**src/rtl/core/sts_pkg.sv**
```systemverilog
`timescale 1ns / 1ps
// shared types, constants and bus packing helpers for the sphere triangle subdivider
// no dependencies

package sts_pkg;

    localparam int CW            = 16;
    localparam int DEPTH_W       = 2;
    localparam int TRI_W         = 9 * CW;
    localparam int MAX_DEPTH_DEF = 3;
    localparam int FRAC_BITS_DEF = 14;

    typedef struct packed {
        logic signed [CW-1:0] x;
        logic signed [CW-1:0] y;
        logic signed [CW-1:0] z;
    } sts_vertex_t;

    typedef struct packed {
        sts_vertex_t a;
        sts_vertex_t b;
        sts_vertex_t c;
    } sts_tgl_t;

    typedef struct packed {
        logic                valid;
        sts_tgl_t            tgl;
        logic [DEPTH_W-1:0]  depth;
    } sts_job_t;

    typedef struct packed {
        logic        done;
        logic        zero;
        sts_vertex_t r;
    } sts_norm_res_t;

    function automatic sts_tgl_t tgl_from_bus(input logic [TRI_W-1:0] d);
        sts_tgl_t t;
        t.a.x = d[0*CW +: CW];
        t.a.y = d[1*CW +: CW];
        t.a.z = d[2*CW +: CW];
        t.b.x = d[3*CW +: CW];
        t.b.y = d[4*CW +: CW];
        t.b.z = d[5*CW +: CW];
        t.c.x = d[6*CW +: CW];
        t.c.y = d[7*CW +: CW];
        t.c.z = d[8*CW +: CW];
        return t;
    endfunction

    function automatic logic [TRI_W-1:0] tgl_to_bus(input sts_tgl_t t);
        logic [TRI_W-1:0] d;
        d[0*CW +: CW] = t.a.x;
        d[1*CW +: CW] = t.a.y;
        d[2*CW +: CW] = t.a.z;
        d[3*CW +: CW] = t.b.x;
        d[4*CW +: CW] = t.b.y;
        d[5*CW +: CW] = t.b.z;
        d[6*CW +: CW] = t.c.x;
        d[7*CW +: CW] = t.c.y;
        d[8*CW +: CW] = t.c.z;
        return d;
    endfunction

endpackage

```
**src/rtl/core/sts_front.sv**
```systemverilog
`timescale 1ns / 1ps
// front end: depth register, input beat capture, depth clamp and two-entry job queue
// depends on sts_pkg

module sts_front #(
    parameter int MAX_DEPTH = sts_pkg::MAX_DEPTH_DEF
) (
    input  logic                        clk,
    input  logic                        rst_n,
    input  logic                        cfg_we,
    input  logic [sts_pkg::DEPTH_W-1:0] cfg_wdata,
    input  logic                        s_tvalid,
    output logic                        s_tready,
    input  logic [sts_pkg::TRI_W-1:0]   s_tdata,
    output sts_pkg::sts_job_t           job,
    input  logic                        job_ready
);
    import sts_pkg::*;

    logic [DEPTH_W-1:0] depth_reg;
    logic [DEPTH_W-1:0] depth_eff;
    sts_tgl_t           q_tgl_reg [2];
    logic [DEPTH_W-1:0] q_dep_reg [2];
    logic               wr_ptr_reg;
    logic               rd_ptr_reg;
    logic [1:0]         cnt_reg;
    logic [1:0]         cnt_next;
    logic               push;
    logic               pop;

    assign depth_eff = (int'(depth_reg) > MAX_DEPTH) ? DEPTH_W'(MAX_DEPTH) : depth_reg;
    assign s_tready  = (cnt_reg != 2'd2);
    assign push      = s_tvalid && s_tready;
    assign pop       = job.valid && job_ready;

    assign job.valid = (cnt_reg != 2'd0);
    assign job.tgl   = q_tgl_reg[rd_ptr_reg];
    assign job.depth = q_dep_reg[rd_ptr_reg];

    always_comb
    begin
        cnt_next = cnt_reg;
        if (push && !pop)
        begin
            cnt_next = cnt_reg + 2'd1;
        end
        else if (pop && !push)
        begin
            cnt_next = cnt_reg - 2'd1;
        end
    end

    always_ff @(posedge clk or negedge rst_n)
    begin
        if (!rst_n)
        begin
            depth_reg  <= '0;
            wr_ptr_reg <= 1'b0;
            rd_ptr_reg <= 1'b0;
            cnt_reg    <= 2'd0;
        end
        else
        begin
            if (cfg_we)
            begin
                depth_reg <= cfg_wdata;
            end
            if (push)
            begin
                wr_ptr_reg <= ~wr_ptr_reg;
            end
            if (pop)
            begin
                rd_ptr_reg <= ~rd_ptr_reg;
            end
            cnt_reg <= cnt_next;
        end
    end

    always_ff @(posedge clk)
    begin
        if (push)
        begin
            q_tgl_reg[wr_ptr_reg] <= tgl_from_bus(s_tdata);
            q_dep_reg[wr_ptr_reg] <= depth_eff;
        end
    end

endmodule

```
**src/rtl/core/sts_norm.sv**
```systemverilog
`timescale 1ns / 1ps
// midpoint normalizer: sum of squares, bit-serial square root, restoring divide per axis
// depends on sts_pkg

module sts_norm #(
    parameter int FRAC_BITS = sts_pkg::FRAC_BITS_DEF
) (
    input  logic                  clk,
    input  logic                  rst_n,
    input  logic                  start,
    input  sts_pkg::sts_vertex_t  p,
    input  sts_pkg::sts_vertex_t  q,
    output sts_pkg::sts_norm_res_t res
);
    import sts_pkg::*;

    localparam int MW  = CW + 1;
    localparam int SW  = 2 * MW;
    localparam int XW  = SW + 16;
    localparam int RW  = XW / 2;
    localparam int DW  = RW + 1;
    localparam int QW  = FRAC_BITS + 2;
    localparam int NW  = MW + FRAC_BITS + 10;
    localparam int CNW = $clog2(RW + 1);
    localparam int LIM = ((1 << FRAC_BITS) < 32767) ? (1 << FRAC_BITS) : 32767;

    localparam logic [2:0] S_IDLE = 3'd0;
    localparam logic [2:0] S_SQ   = 3'd1;
    localparam logic [2:0] S_CHK  = 3'd2;
    localparam logic [2:0] S_ROOT = 3'd3;
    localparam logic [2:0] S_DSET = 3'd4;
    localparam logic [2:0] S_DIV  = 3'd5;
    localparam logic [2:0] S_FIN  = 3'd6;

    logic [2:0]             st_reg;
    logic signed [MW-1:0]   mx_reg, my_reg, mz_reg;
    logic signed [MW-1:0]   m_sel;
    logic [MW-1:0]          a_sel;
    logic [SW-1:0]          prod_reg;
    logic [SW-1:0]          s_reg;
    logic [XW-1:0]          x_reg, rt_reg, bit_reg;
    logic [XW-1:0]          rt_sum;
    logic [CNW-1:0]         cnt_reg;
    logic [1:0]             i_reg;
    logic [QW-1:0]          low_reg;
    logic [DW:0]            rem_reg;
    logic [QW-1:0]          quo_reg;
    logic                   ovf_reg;
    logic [DW-1:0]          dval;
    logic [NW-1:0]          nval;
    logic [DW:0]            trial;
    logic [QW-1:0]          vq;
    logic [CW-1:0]          vc;
    sts_vertex_t            r_reg;
    logic                   zero_reg;
    logic                   done_reg;

    always_comb
    begin
        case (i_reg)
            2'd0:    m_sel = mx_reg;
            2'd1:    m_sel = my_reg;
            default: m_sel = mz_reg;
        endcase
    end

    assign a_sel  = m_sel[MW-1] ? MW'(-m_sel) : MW'(m_sel);
    assign rt_sum = rt_reg + bit_reg;
    assign dval   = {rt_reg[RW-1:0], 1'b0};
    assign nval   = (NW'(a_sel) << (FRAC_BITS + 9)) + NW'(rt_reg[RW-1:0]);
    assign trial  = {rem_reg[DW-1:0], low_reg[QW-1]};
    assign vq     = (ovf_reg || (quo_reg > QW'(LIM))) ? QW'(LIM) : quo_reg;
    assign vc     = CW'(vq);

    assign res.done = done_reg;
    assign res.zero = zero_reg;
    assign res.r    = r_reg;

    always_ff @(posedge clk or negedge rst_n)
    begin
        if (!rst_n)
        begin
            st_reg   <= S_IDLE;
            done_reg <= 1'b0;
            cnt_reg  <= '0;
            i_reg    <= 2'd0;
        end
        else
        begin
            case (st_reg)
                S_IDLE:
                begin
                    done_reg <= 1'b0;
                    if (start)
                    begin
                        cnt_reg <= '0;
                        i_reg   <= 2'd0;
                        st_reg  <= S_SQ;
                    end
                end
                S_SQ:
                begin
                    cnt_reg <= cnt_reg + 1'b1;
                    if (i_reg != 2'd2)
                    begin
                        i_reg <= i_reg + 2'd1;
                    end
                    if (cnt_reg == CNW'(3))
                    begin
                        st_reg <= S_CHK;
                    end
                end
                S_CHK:
                begin
                    cnt_reg <= '0;
                    if (s_reg == '0)
                    begin
                        done_reg <= 1'b1;
                        st_reg   <= S_IDLE;
                    end
                    else
                    begin
                        st_reg <= S_ROOT;
                    end
                end
                S_ROOT:
                begin
                    cnt_reg <= cnt_reg + 1'b1;
                    if (cnt_reg == CNW'(RW - 1))
                    begin
                        i_reg  <= 2'd0;
                        st_reg <= S_DSET;
                    end
                end
                S_DSET:
                begin
                    cnt_reg <= '0;
                    st_reg  <= S_DIV;
                end
                S_DIV:
                begin
                    cnt_reg <= cnt_reg + 1'b1;
                    if (cnt_reg == CNW'(QW - 1))
                    begin
                        st_reg <= S_FIN;
                    end
                end
                S_FIN:
                begin
                    if (i_reg == 2'd2)
                    begin
                        done_reg <= 1'b1;
                        st_reg   <= S_IDLE;
                    end
                    else
                    begin
                        i_reg  <= i_reg + 2'd1;
                        st_reg <= S_DSET;
                    end
                end
                default:
                begin
                    st_reg <= S_IDLE;
                end
            endcase
        end
    end

    always_ff @(posedge clk)
    begin
        case (st_reg)
            S_IDLE:
            begin
                mx_reg   <= MW'(p.x) + MW'(q.x);
                my_reg   <= MW'(p.y) + MW'(q.y);
                mz_reg   <= MW'(p.z) + MW'(q.z);
                s_reg    <= '0;
                zero_reg <= 1'b0;
            end
            S_SQ:
            begin
                prod_reg <= SW'(a_sel) * SW'(a_sel);
                if (cnt_reg != '0)
                begin
                    s_reg <= s_reg + prod_reg;
                end
            end
            S_CHK:
            begin
                x_reg   <= XW'(s_reg) << 16;
                rt_reg  <= '0;
                bit_reg <= XW'(1) << (XW - 2);
                if (s_reg == '0)
                begin
                    r_reg    <= '0;
                    zero_reg <= 1'b1;
                end
            end
            S_ROOT:
            begin
                if (x_reg >= rt_sum)
                begin
                    x_reg  <= x_reg - rt_sum;
                    rt_reg <= (rt_reg >> 1) + bit_reg;
                end
                else
                begin
                    rt_reg <= rt_reg >> 1;
                end
                bit_reg <= bit_reg >> 2;
            end
            S_DSET:
            begin
                low_reg <= nval[QW-1:0];
                rem_reg <= (DW+1)'(nval[NW-1:QW]);
                ovf_reg <= ((DW+1)'(nval[NW-1:QW]) >= (DW+1)'(dval));
                quo_reg <= '0;
            end
            S_DIV:
            begin
                if (trial >= (DW+1)'(dval))
                begin
                    rem_reg <= trial - (DW+1)'(dval);
                    quo_reg <= {quo_reg[QW-2:0], 1'b1};
                end
                else
                begin
                    rem_reg <= trial;
                    quo_reg <= {quo_reg[QW-2:0], 1'b0};
                end
                low_reg <= {low_reg[QW-2:0], 1'b0};
            end
            S_FIN:
            begin
                case (i_reg)
                    2'd0:    r_reg.x <= m_sel[MW-1] ? -vc : vc;
                    2'd1:    r_reg.y <= m_sel[MW-1] ? -vc : vc;
                    default: r_reg.z <= m_sel[MW-1] ? -vc : vc;
                endcase
            end
            default:
            begin
                zero_reg <= zero_reg;
            end
        endcase
    end

endmodule

```
**src/rtl/core/sts_back.sv**
```systemverilog
`timescale 1ns / 1ps
// back end: depth-first triangle stack, midpoint sequencing and output register
// depends on sts_pkg, sts_norm

module sts_back #(
    parameter int MAX_DEPTH = sts_pkg::MAX_DEPTH_DEF,
    parameter int FRAC_BITS = sts_pkg::FRAC_BITS_DEF
) (
    input  logic                      clk,
    input  logic                      rst_n,
    input  sts_pkg::sts_job_t         job,
    output logic                      job_ready,
    output logic                      m_tvalid,
    input  logic                      m_tready,
    output logic [sts_pkg::TRI_W-1:0] m_tdata,
    output logic                      m_tlast,
    output logic                      m_tuser
);
    import sts_pkg::*;

    localparam int STACK = 3 * MAX_DEPTH + 1;
    localparam int SPW   = $clog2(STACK + 1);
    localparam int IW    = (STACK > 1) ? $clog2(STACK) : 1;

    localparam logic [2:0] B_IDLE = 3'd0;
    localparam logic [2:0] B_POP  = 3'd1;
    localparam logic [2:0] B_LEAF = 3'd2;
    localparam logic [2:0] B_MID  = 3'd3;
    localparam logic [2:0] B_WAIT = 3'd4;
    localparam logic [2:0] B_PUSH = 3'd5;

    sts_tgl_t           stk_tgl_reg [STACK];
    logic [DEPTH_W-1:0] stk_lvl_reg [STACK];
    logic               stk_flg_reg [STACK];

    logic [2:0]         st_reg;
    logic [SPW-1:0]     sp_reg;
    logic [SPW-1:0]     sp_dec;
    logic [IW-1:0]      rd_idx;
    logic [IW-1:0]      wr_idx;
    sts_tgl_t           cur_reg;
    logic [DEPTH_W-1:0] lvl_reg;
    logic               flg_reg;
    logic               z_reg;
    logic [1:0]         e_reg;
    logic [1:0]         k_reg;
    sts_vertex_t        mid_reg [3];
    sts_vertex_t        np, nq;
    sts_norm_res_t      nres;
    sts_tgl_t           push_tgl;
    logic               out_free;
    logic               ovalid_reg;
    sts_tgl_t           otgl_reg;
    logic               olast_reg;
    logic               ouser_reg;

    assign sp_dec    = sp_reg - 1'b1;
    assign rd_idx    = sp_dec[IW-1:0];
    assign wr_idx    = sp_reg[IW-1:0];
    assign job_ready = (st_reg == B_IDLE);
    assign out_free  = !ovalid_reg || m_tready;

    assign m_tvalid = ovalid_reg;
    assign m_tdata  = tgl_to_bus(otgl_reg);
    assign m_tlast  = olast_reg;
    assign m_tuser  = ouser_reg;

    always_comb
    begin
        case (e_reg)
            2'd0:
            begin
                np = cur_reg.a;
                nq = cur_reg.b;
            end
            2'd1:
            begin
                np = cur_reg.b;
                nq = cur_reg.c;
            end
            default:
            begin
                np = cur_reg.c;
                nq = cur_reg.a;
            end
        endcase
    end

    // children pushed last-first so the pop order is a, b, c, center
    always_comb
    begin
        case (k_reg)
            2'd0:
            begin
                push_tgl.a = mid_reg[0];
                push_tgl.b = mid_reg[1];
                push_tgl.c = mid_reg[2];
            end
            2'd1:
            begin
                push_tgl.a = cur_reg.c;
                push_tgl.b = mid_reg[2];
                push_tgl.c = mid_reg[1];
            end
            2'd2:
            begin
                push_tgl.a = cur_reg.b;
                push_tgl.b = mid_reg[1];
                push_tgl.c = mid_reg[0];
            end
            default:
            begin
                push_tgl.a = cur_reg.a;
                push_tgl.b = mid_reg[0];
                push_tgl.c = mid_reg[2];
            end
        endcase
    end

    sts_norm #(
        .FRAC_BITS(FRAC_BITS)
    ) u_norm (
        .clk  (clk),
        .rst_n(rst_n),
        .start(st_reg == B_MID),
        .p    (np),
        .q    (nq),
        .res  (nres)
    );

    always_ff @(posedge clk or negedge rst_n)
    begin
        if (!rst_n)
        begin
            st_reg     <= B_IDLE;
            sp_reg     <= '0;
            e_reg      <= 2'd0;
            k_reg      <= 2'd0;
            ovalid_reg <= 1'b0;
        end
        else
        begin
            if ((st_reg == B_LEAF) && out_free)
            begin
                ovalid_reg <= 1'b1;
            end
            else if (m_tready)
            begin
                ovalid_reg <= 1'b0;
            end
            case (st_reg)
                B_IDLE:
                begin
                    if (job.valid)
                    begin
                        sp_reg <= SPW'(1);
                        st_reg <= B_POP;
                    end
                end
                B_POP:
                begin
                    sp_reg <= sp_dec;
                    e_reg  <= 2'd0;
                    st_reg <= (stk_lvl_reg[rd_idx] == '0) ? B_LEAF : B_MID;
                end
                B_LEAF:
                begin
                    if (out_free)
                    begin
                        st_reg <= (sp_reg == '0) ? B_IDLE : B_POP;
                    end
                end
                B_MID:
                begin
                    st_reg <= B_WAIT;
                end
                B_WAIT:
                begin
                    if (nres.done)
                    begin
                        if (e_reg == 2'd2)
                        begin
                            k_reg  <= 2'd0;
                            st_reg <= B_PUSH;
                        end
                        else
                        begin
                            e_reg  <= e_reg + 2'd1;
                            st_reg <= B_MID;
                        end
                    end
                end
                B_PUSH:
                begin
                    sp_reg <= sp_reg + 1'b1;
                    k_reg  <= k_reg + 2'd1;
                    if (k_reg == 2'd3)
                    begin
                        st_reg <= B_POP;
                    end
                end
                default:
                begin
                    st_reg <= B_IDLE;
                end
            endcase
        end
    end

    always_ff @(posedge clk)
    begin
        case (st_reg)
            B_IDLE:
            begin
                stk_tgl_reg[0] <= job.tgl;
                stk_lvl_reg[0] <= job.depth;
                stk_flg_reg[0] <= 1'b0;
            end
            B_POP:
            begin
                cur_reg <= stk_tgl_reg[rd_idx];
                lvl_reg <= stk_lvl_reg[rd_idx];
                flg_reg <= stk_flg_reg[rd_idx];
                z_reg   <= 1'b0;
            end
            B_LEAF:
            begin
                if (out_free)
                begin
                    otgl_reg  <= cur_reg;
                    olast_reg <= (sp_reg == '0);
                    ouser_reg <= flg_reg;
                end
            end
            B_WAIT:
            begin
                if (nres.done)
                begin
                    mid_reg[e_reg] <= nres.r;
                    z_reg          <= z_reg | nres.zero;
                end
            end
            B_PUSH:
            begin
                stk_tgl_reg[wr_idx] <= push_tgl;
                stk_lvl_reg[wr_idx] <= lvl_reg - 1'b1;
                stk_flg_reg[wr_idx] <= flg_reg | z_reg;
            end
            default:
            begin
                z_reg <= z_reg;
            end
        endcase
    end

endmodule

```
**src/rtl/core/sphere_triangle_subdivider.sv**
```systemverilog
`timescale 1ns / 1ps
// top level of the sphere triangle subdivider: front end, job queue, back end
// depends on sts_pkg, sts_front, sts_back
//
//  channel   beat                                            handshake
//  s_*       one triangle ax..cz in tdata                    s_tvalid / s_tready
//  m_*       one leaf ax..cz, tlast last leaf, tuser zero    m_tvalid / m_tready
//  cfg_*     subdivision depth                               cfg_we, no wait
//
//  each internal node runs three normalizations, one after another, on the one shared
//  unit (square root 25 steps, one quotient bit per cycle)
//  an input at depth D has (4^D-1)/3 internal nodes and 4^D leaves
//  the two-entry queue takes new triangles while the back end works
//  reset clears control state only; output stalls hold the back end in place

module sphere_triangle_subdivider #(
    parameter int MAX_DEPTH = sts_pkg::MAX_DEPTH_DEF,
    parameter int FRAC_BITS = sts_pkg::FRAC_BITS_DEF
) (
    input  logic                        clk,
    input  logic                        rst_n,
    input  logic                        cfg_we,
    input  logic [sts_pkg::DEPTH_W-1:0] cfg_wdata,  // subdivision_depth
    input  logic                        s_tvalid,
    output logic                        s_tready,
    input  logic [sts_pkg::TRI_W-1:0]   s_tdata,    // ax, ay, az, bx, by, bz, cx, cy, cz
    output logic                        m_tvalid,
    input  logic                        m_tready,
    output logic [sts_pkg::TRI_W-1:0]   m_tdata,    // out_ax .. out_cz
    output logic                        m_tlast,
    output logic                        m_tuser     // zero_length
);
    import sts_pkg::*;

    sts_job_t job;
    logic     job_ready;

    sts_front #(
        .MAX_DEPTH(MAX_DEPTH)
    ) u_front (
        .clk      (clk),
        .rst_n    (rst_n),
        .cfg_we   (cfg_we),
        .cfg_wdata(cfg_wdata),
        .s_tvalid (s_tvalid),
        .s_tready (s_tready),
        .s_tdata  (s_tdata),
        .job      (job),
        .job_ready(job_ready)
    );

    sts_back #(
        .MAX_DEPTH(MAX_DEPTH),
        .FRAC_BITS(FRAC_BITS)
    ) u_back (
        .clk      (clk),
        .rst_n    (rst_n),
        .job      (job),
        .job_ready(job_ready),
        .m_tvalid (m_tvalid),
        .m_tready (m_tready),
        .m_tdata  (m_tdata),
        .m_tlast  (m_tlast),
        .m_tuser  (m_tuser)
    );

endmodule

```
**config.mk**
```make
export PLATFORM = sky130hd
export DESIGN_NAME = sphere_triangle_subdivider
export DESIGN_NICKNAME = d
export VERILOG_FILES = /design/src/rtl/core/sts_pkg.sv /design/src/rtl/core/sts_front.sv /design/src/rtl/core/sts_norm.sv /design/src/rtl/core/sts_back.sv /design/src/rtl/core/sphere_triangle_subdivider.sv
export SDC_FILE = /design/constraint.sdc
export NUM_CORES = 2
export LEC_CHECK = 0
export ABC_AREA = 1
export BUFFER_PORTS_ARGS = -buffer_cell sky130_fd_sc_hd__buf_2
export CORE_UTILIZATION = 30
export CTS_CLUSTER_SIZE = 40
export DETAILED_ROUTE_END_ITERATION = 7
export PLACE_DENSITY = 0.48
export SKIP_LAST_GASP = 1
export SLEW_MARGIN = 20
export SYNTH_ARGS = -nofsm -noshare
export SYNTH_HDL_FRONTEND = slang
export SYNTH_SLANG_ARGS = --single-unit
```
**constraint.sdc**
```tcl
create_clock -name clk -period 44.4 [get_ports clk]
set_input_delay 8.88 -clock clk [delete_from_list [all_inputs] [get_ports clk]]
set_output_delay 8.88 -clock clk [all_outputs]
set_load 0.01 [all_outputs]
```
* Word-level counts from Yosys, hierarchy flattened
Memory sizes are Yosys's and may differ from the RTL's. A register that Yosys moved wholly into a read port is not among the register bits.
Index checks and enable logic that the tools add are counted.
** Word-level totals
- Bits in writable memories :: 1906
- Output and inout port bits :: 148
- Bits in registers :: 555
- Memory bits (read-only) :: 0
- Logic and storage cells :: 256
- Memories :: 6
- Bits in latches :: 0
** Operators by class
- Multiplexer cells :: 82
- Add/subtract/negate cells :: 20
- Bitwise gates (word level) :: 4
- Shift operators :: 0
- Divide/modulo/power cells :: 0
- Eq/ne operators :: 42
- Reductions and logical operators :: 55
- Multipliers :: 1
- Order comparisons :: 4
** Memories
- u_back.stk_tgl_reg :: words 10, width 144, rd ports 1, clocked after memory_dff 1, wr ports 1, line sts_back.sv:32 : sts_tgl_t stk_tgl_reg [STACK];
- u_front.q_tgl_reg :: words 2, width 144, rd ports 1, clocked after memory_dff 0, wr ports 1, line sts_front.sv:22 : sts_tgl_t q_tgl_reg [2];
- u_back.mid_reg :: words 3, width 48, rd ports 3, clocked after memory_dff 0, wr ports 1, line sts_back.sv:47 : sts_vertex_t mid_reg [3];
- u_back.stk_lvl_reg :: words 10, width 2, rd ports 1, clocked after memory_dff 0, wr ports 1, line sts_back.sv:33 : logic [DEPTH_W-1:0] stk_lvl_reg [STACK];
- u_back.stk_flg_reg :: words 10, width 1, rd ports 1, clocked after memory_dff 1, wr ports 1, line sts_back.sv:34 : logic stk_flg_reg [STACK];
- u_front.q_dep_reg :: words 2, width 2, rd ports 1, clocked after memory_dff 0, wr ports 1, line sts_front.sv:23 : logic [DEPTH_W-1:0] q_dep_reg [2];
** Operators with widths (count)
- one-hot mux 144 bit (3 select lines) :: 1
- one-hot mux 50 bit (2 select lines) :: 3
- one-hot mux 48 bit (2 select lines) :: 3
- 2-to-1 mux 144 bit :: 1
- OR reduction 144 bit :: 1
- 2-to-1 mux 50 bit :: 2
- 2-to-1 mux 16 bit :: 5
- one-hot mux 34 bit (2 select lines) :: 1
- one-hot mux 16 bit (2 select lines) :: 2
- one-hot mux 26 bit (2 select lines) :: 1
- adder 16 x 16 -> 17 bit :: 3
- adder 49 x 50 -> 50 bit :: 1
- adder 50 bit :: 1
- >= comparator 50 bit :: 1
- subtractor 50 bit :: 1
- 2-to-1 mux 48 bit :: 1
- adder 40 x 25 -> 41 bit :: 1
- adder 34 bit :: 1
- zero test 34 bit :: 1
- multiplier 17 x 17 -> 34 bit :: 1
- 2-to-1 mux 34 bit :: 1
- one-hot mux 17 bit (2 select lines) :: 1
- inequality test 2 bit (second input constant) :: 16
- 2-to-1 mux 3 bit :: 10
- 53 further kinds :: 148

* Longest topological paths before layout
- Depth in word-level cells :: 7
- Gate-level depth with buffers :: 42
- Gate-level depth less buffers :: 40

* Hierarchy
From an unflattened synthesis, not the netlist that was laid out.
** Unflattened totals
- Cell total of the unflattened synthesis :: 11660
- Area total of the unflattened synthesis :: 125021.2 µm²
** By module, submodules not included
- sts_back :: instances 1, area each 76905.0 µm², cells an instance 6057
- sts_norm :: instances 1, area each 37242.0 µm², cells an instance 4808
- sts_front :: instances 1, area each 10874.2 µm², cells an instance 795

* Worst setup path before layout
No wires, ideal clock.
- Path kind :: register to register
- Start point :: reg u_back.sp_reg[0]
- End point :: mem u_back.stk_flg_reg[9], enable pin
- Library setup time :: 1.013 ns
- Data arrival time :: 15.357 ns
- Period minus slack after synthesis :: 16.370 ns
- Cell stages (with the launch flop) :: 9
- Slack :: 28.030 ns
- Path buffers :: 6
- Cells stage by stage :: dfrtp_1 > buf_2 > buf_2 > inv_1 > buf_2 > clkbuf_1 > buf_2 > buf_1 > nor4_1
** Between the ends
- Cells in the longest elaborated chain, start to end :: 1
** Ends and longest elaborated chain
- start: declaration :: line sts_back.sv:37 : logic [SPW-1:0] sp_reg;
- start signal: assignment :: line sts_back.sv:162 : sp_reg <= sp_dec;
- start signal: assignment :: line sts_back.sv:195 : sp_reg <= sp_reg + 1'b1;
- 2-to-1 mux 4 bit (no line)
- end: declaration :: line sts_back.sv:34
No other way between the ends.

* Worst setup path in the final report
- Start point :: in m_tready
- End point :: reg u_back.otgl_reg (netlist bit u_back.m_tdata[57]), enable pin
** Between the ends
- Cells in the longest elaborated chain, start to end :: 2
** Ends and longest elaborated chain
- start: declaration :: line sphere_triangle_subdivider.sv:28 : input logic m_tready,
- logical OR 1 bit :: line sts_back.sv:61 : assign out_free = !ovalid_reg || m_tready;
- AND reduction 2 bit (no line)
- end signal: assignment :: line sts_back.sv:230 : otgl_reg <= cur_reg;
- end: declaration :: line sts_back.sv:53 : sts_tgl_t otgl_reg;
No other way between the ends.
A chain may end at the register's enable or synchronous reset.

==> flow_metrics.env <==
export IMPL_ys_seq_area_share_pct=62.1
export IMPL_synth_cell_area_um2=124000
export IMPL_synthArstFlopShare_pct=1.12
export IMPL_yosys_area_top_type="edfxtp_1"
export IMPL_grt_setup_unrepaired="false"
export IMPL_clk_pin_slew_ns=0.06
export IMPL_place_ws_ns=32.23
export IMPL_dp_hpwl_um=296000
export IMPL_drt_pass1_iter_count=7
export IMPL_slew_viol_final=0
export IMPL_finalSetupTns_ns=0
export IMPL_ctsHoldBuffers=0
export IMPL_io_pins=299
export IMPL_antenna_found_initial=44
export IMPL_rrSetupSlack_ns=35.21
export IMPL_wl_per_cell_um=25.8
export IMPL_yosysMostFrequentCell="edfxtp_1"
export IMPL_via_per_inst=5.15
export IMPL_cp_buffers_inverters=4
export IMPL_grt_pass1_vias=84591
export IMPL_regArea_um2=77300
export IMPL_crit_path_max_fanout=54
export IMPL_setup_ws_ns=33.28
export IMPL_path_cells="buf_2 > nor2_1 > nor2_4 > buf_4 > buf_4 > buf_4"
export IMPL_worstMarginPinSlew_ns=1.24
export IMPL_min_period_ns=11.12
export IMPL_gp_congestion=0.914
export IMPL_crit_arrival_ns=11.63
export IMPL_max_freq_ghz=0.0899
export IMPL_core_area_um2=413000
export IMPL_initial_core_util_pct=30.1
export IMPL_crit_family="buffers and inverters"
export IMPL_num_vias=88655
export IMPL_cts_root_buf="clkbuf_16"
export IMPL_wl_um=445000
export IMPL_period_share_pct=25.0
export IMPL_rows=236
export IMPL_area_growth_pct=14.8
export IMPL_grt_overflow=0
export IMPL_worstSetupPathType="primary input to flop"
export IMPL_status="completed"
export IMPL_grt_total_usage_pct=20.7
export IMPL_ys_flop_type="edfxtp_1"
export IMPL_slowest_delay_ns=0.75
export IMPL_cts_tree="built"
export IMPL_synth_seq_cells=2580
export IMPL_cap_violations=0
export IMPL_clock_latency_ns=0.95
export IMPL_setup_viol=0
export IMPL_die_h_um=646
export IMPL_utilization_pct=34.6
export IMPL_skew_ns=0.106
export IMPL_synth_top_cells_by_count="edfxtp_1, nand2_1, nor2_1"
export IMPL_largest_register_ffs=1440
export IMPL_worst_setup_path_end_kind="flop"
export IMPL_timing_final_hold_violations=0
export IMPL_htree_num_levels=5
export IMPL_die_area_um2=418000
export IMPL_fill_cells=41157
export IMPL_slew_limit_headroom_pct=14.7
export IMPL_synth_distinct_cells=71
export IMPL_placed_cells=16619
export IMPL_worst_path_max_delay_cell="buf_4"
export IMPL_grt_pass1_wl_um=625000
export IMPL_synthTopCellsByArea="edfxtp_1, nand2_1, nor2_1, ha_1, fa_1"
export IMPL_drc=0
export IMPL_drt_iter0_drc=9127
export IMPL_synth_edf_count=2551
export IMPL_path_common_cell="buf_4"
export IMPL_drive_gt1_share_pct=9.85
export IMPL_cts_resized_gates=0
export IMPL_critPathRequiredTime_ns=44.91
export IMPL_hp_class="flop to flop"
export IMPL_grt_max_degree=193
export IMPL_postCtsSetupBuffers=0
export IMPL_syn_inst=11138
export IMPL_portBuffers=298
export IMPL_fin_cells=17218
export IMPL_ant_nets=0
export IMPL_die_x_um=646
export IMPL_cts_buffers=301
export IMPL_critPathLaunchType="primary input"
export IMPL_avgSynthCellArea_um2=11.2
export IMPL_clock_path_buffers=4
export IMPL_clock_sinks=2580
export IMPL_yosysTopAreaCellShare_pct=61.5
export IMPL_nNetsFinal=12196
export IMPL_multiInputGateArea_um2=41800
export IMPL_synth_warnings=0
[layout by cell type (no fill, tap or decap), types with 107 or more instances in the layout]
cell / instances
a21oi_1: 576
a31oi_1: 178
buf_2: 320
buf_4: 194
clkbuf_16: 301
edfxtp_1: 2551
fa_1: 197
ha_1: 355
inv_1: 960
nand2_1: 1770
nand3_1: 245
nor2_1: 1538
nor3_1: 142
o21ai_0: 699
o32ai_1: 294
xor2_1: 107
[routing by layer]
layer	track usage (%)	routed length, µm	vias up
li1	-	-	40510
met5	0	121	-
met1	27.3	188000	44428
met4	8.97	21000	22
met2	33.1	204000	3038
met3	3.88	31800	657
[path summary, 6_finish.rpt]
path / start / end / cells after the start
hold / removal: u_back.u_norm.res[42] / u_back.mid_reg[1][42] / 0
max in group asynchronous: rst_n / u_back.sp_reg[0] / 1
hold reg to reg: u_back.u_norm.res[42] / u_back.mid_reg[1][42] / 0
setup reg to reg: u_back.u_norm.i_reg[0] / u_back.u_norm.prod_reg[27] / 32
setup / recovery: m_tready / u_back.m_tdata[57] / 6
min in group asynchronous: rst_n / u_back.st_reg[2] / 1
[metrics by stage]
step | area, µm² | hold WS [ns]
3_3_place_gp | 133000 | 0.456
5_1_grt | 143000 | 0.453
2_1_floorplan | 125000 | 0.426
3_5_place_dp | 133000 | 0.456
6_report | 143000 | 0.440
4_1_cts | 143000 | 0.431
[area by class of cell]
class / instances / share of cell area [%]
flip-flops and latches: 2580 / 54.1
multi-input cells: 7054 / 29.2
clock buffers: 360 / 5.43
well taps: 5474 / 4.79
inverters: 988 / 2.62
repair buffers: 564 / 2.47
clock inverters: 176 / 1.33
diodes: 22 / 0.0385
[cell families (layout without fill, tap and decap cells)]
group                    Yosys count  after routing  synth area share (%)
AND/OR/NAND/NOR                 3925           3925                  12.8
flip-flops                      2580           2580                  62.1
AO/OA/AOI/OAI                   2265           2265                  11.4
buffers and inverters           1515           2088                  4.71
adder cells (fa/ha/maj)          556            556                  6.78
XOR/XNOR                         197            197                  1.40
multiplexers                      98             98                 0.790
other                              2             35               0.00603
Power is left out: the tool's default activity adds up to more than one toggle a clock period on the data nets, which glitch-free logic cannot reach.
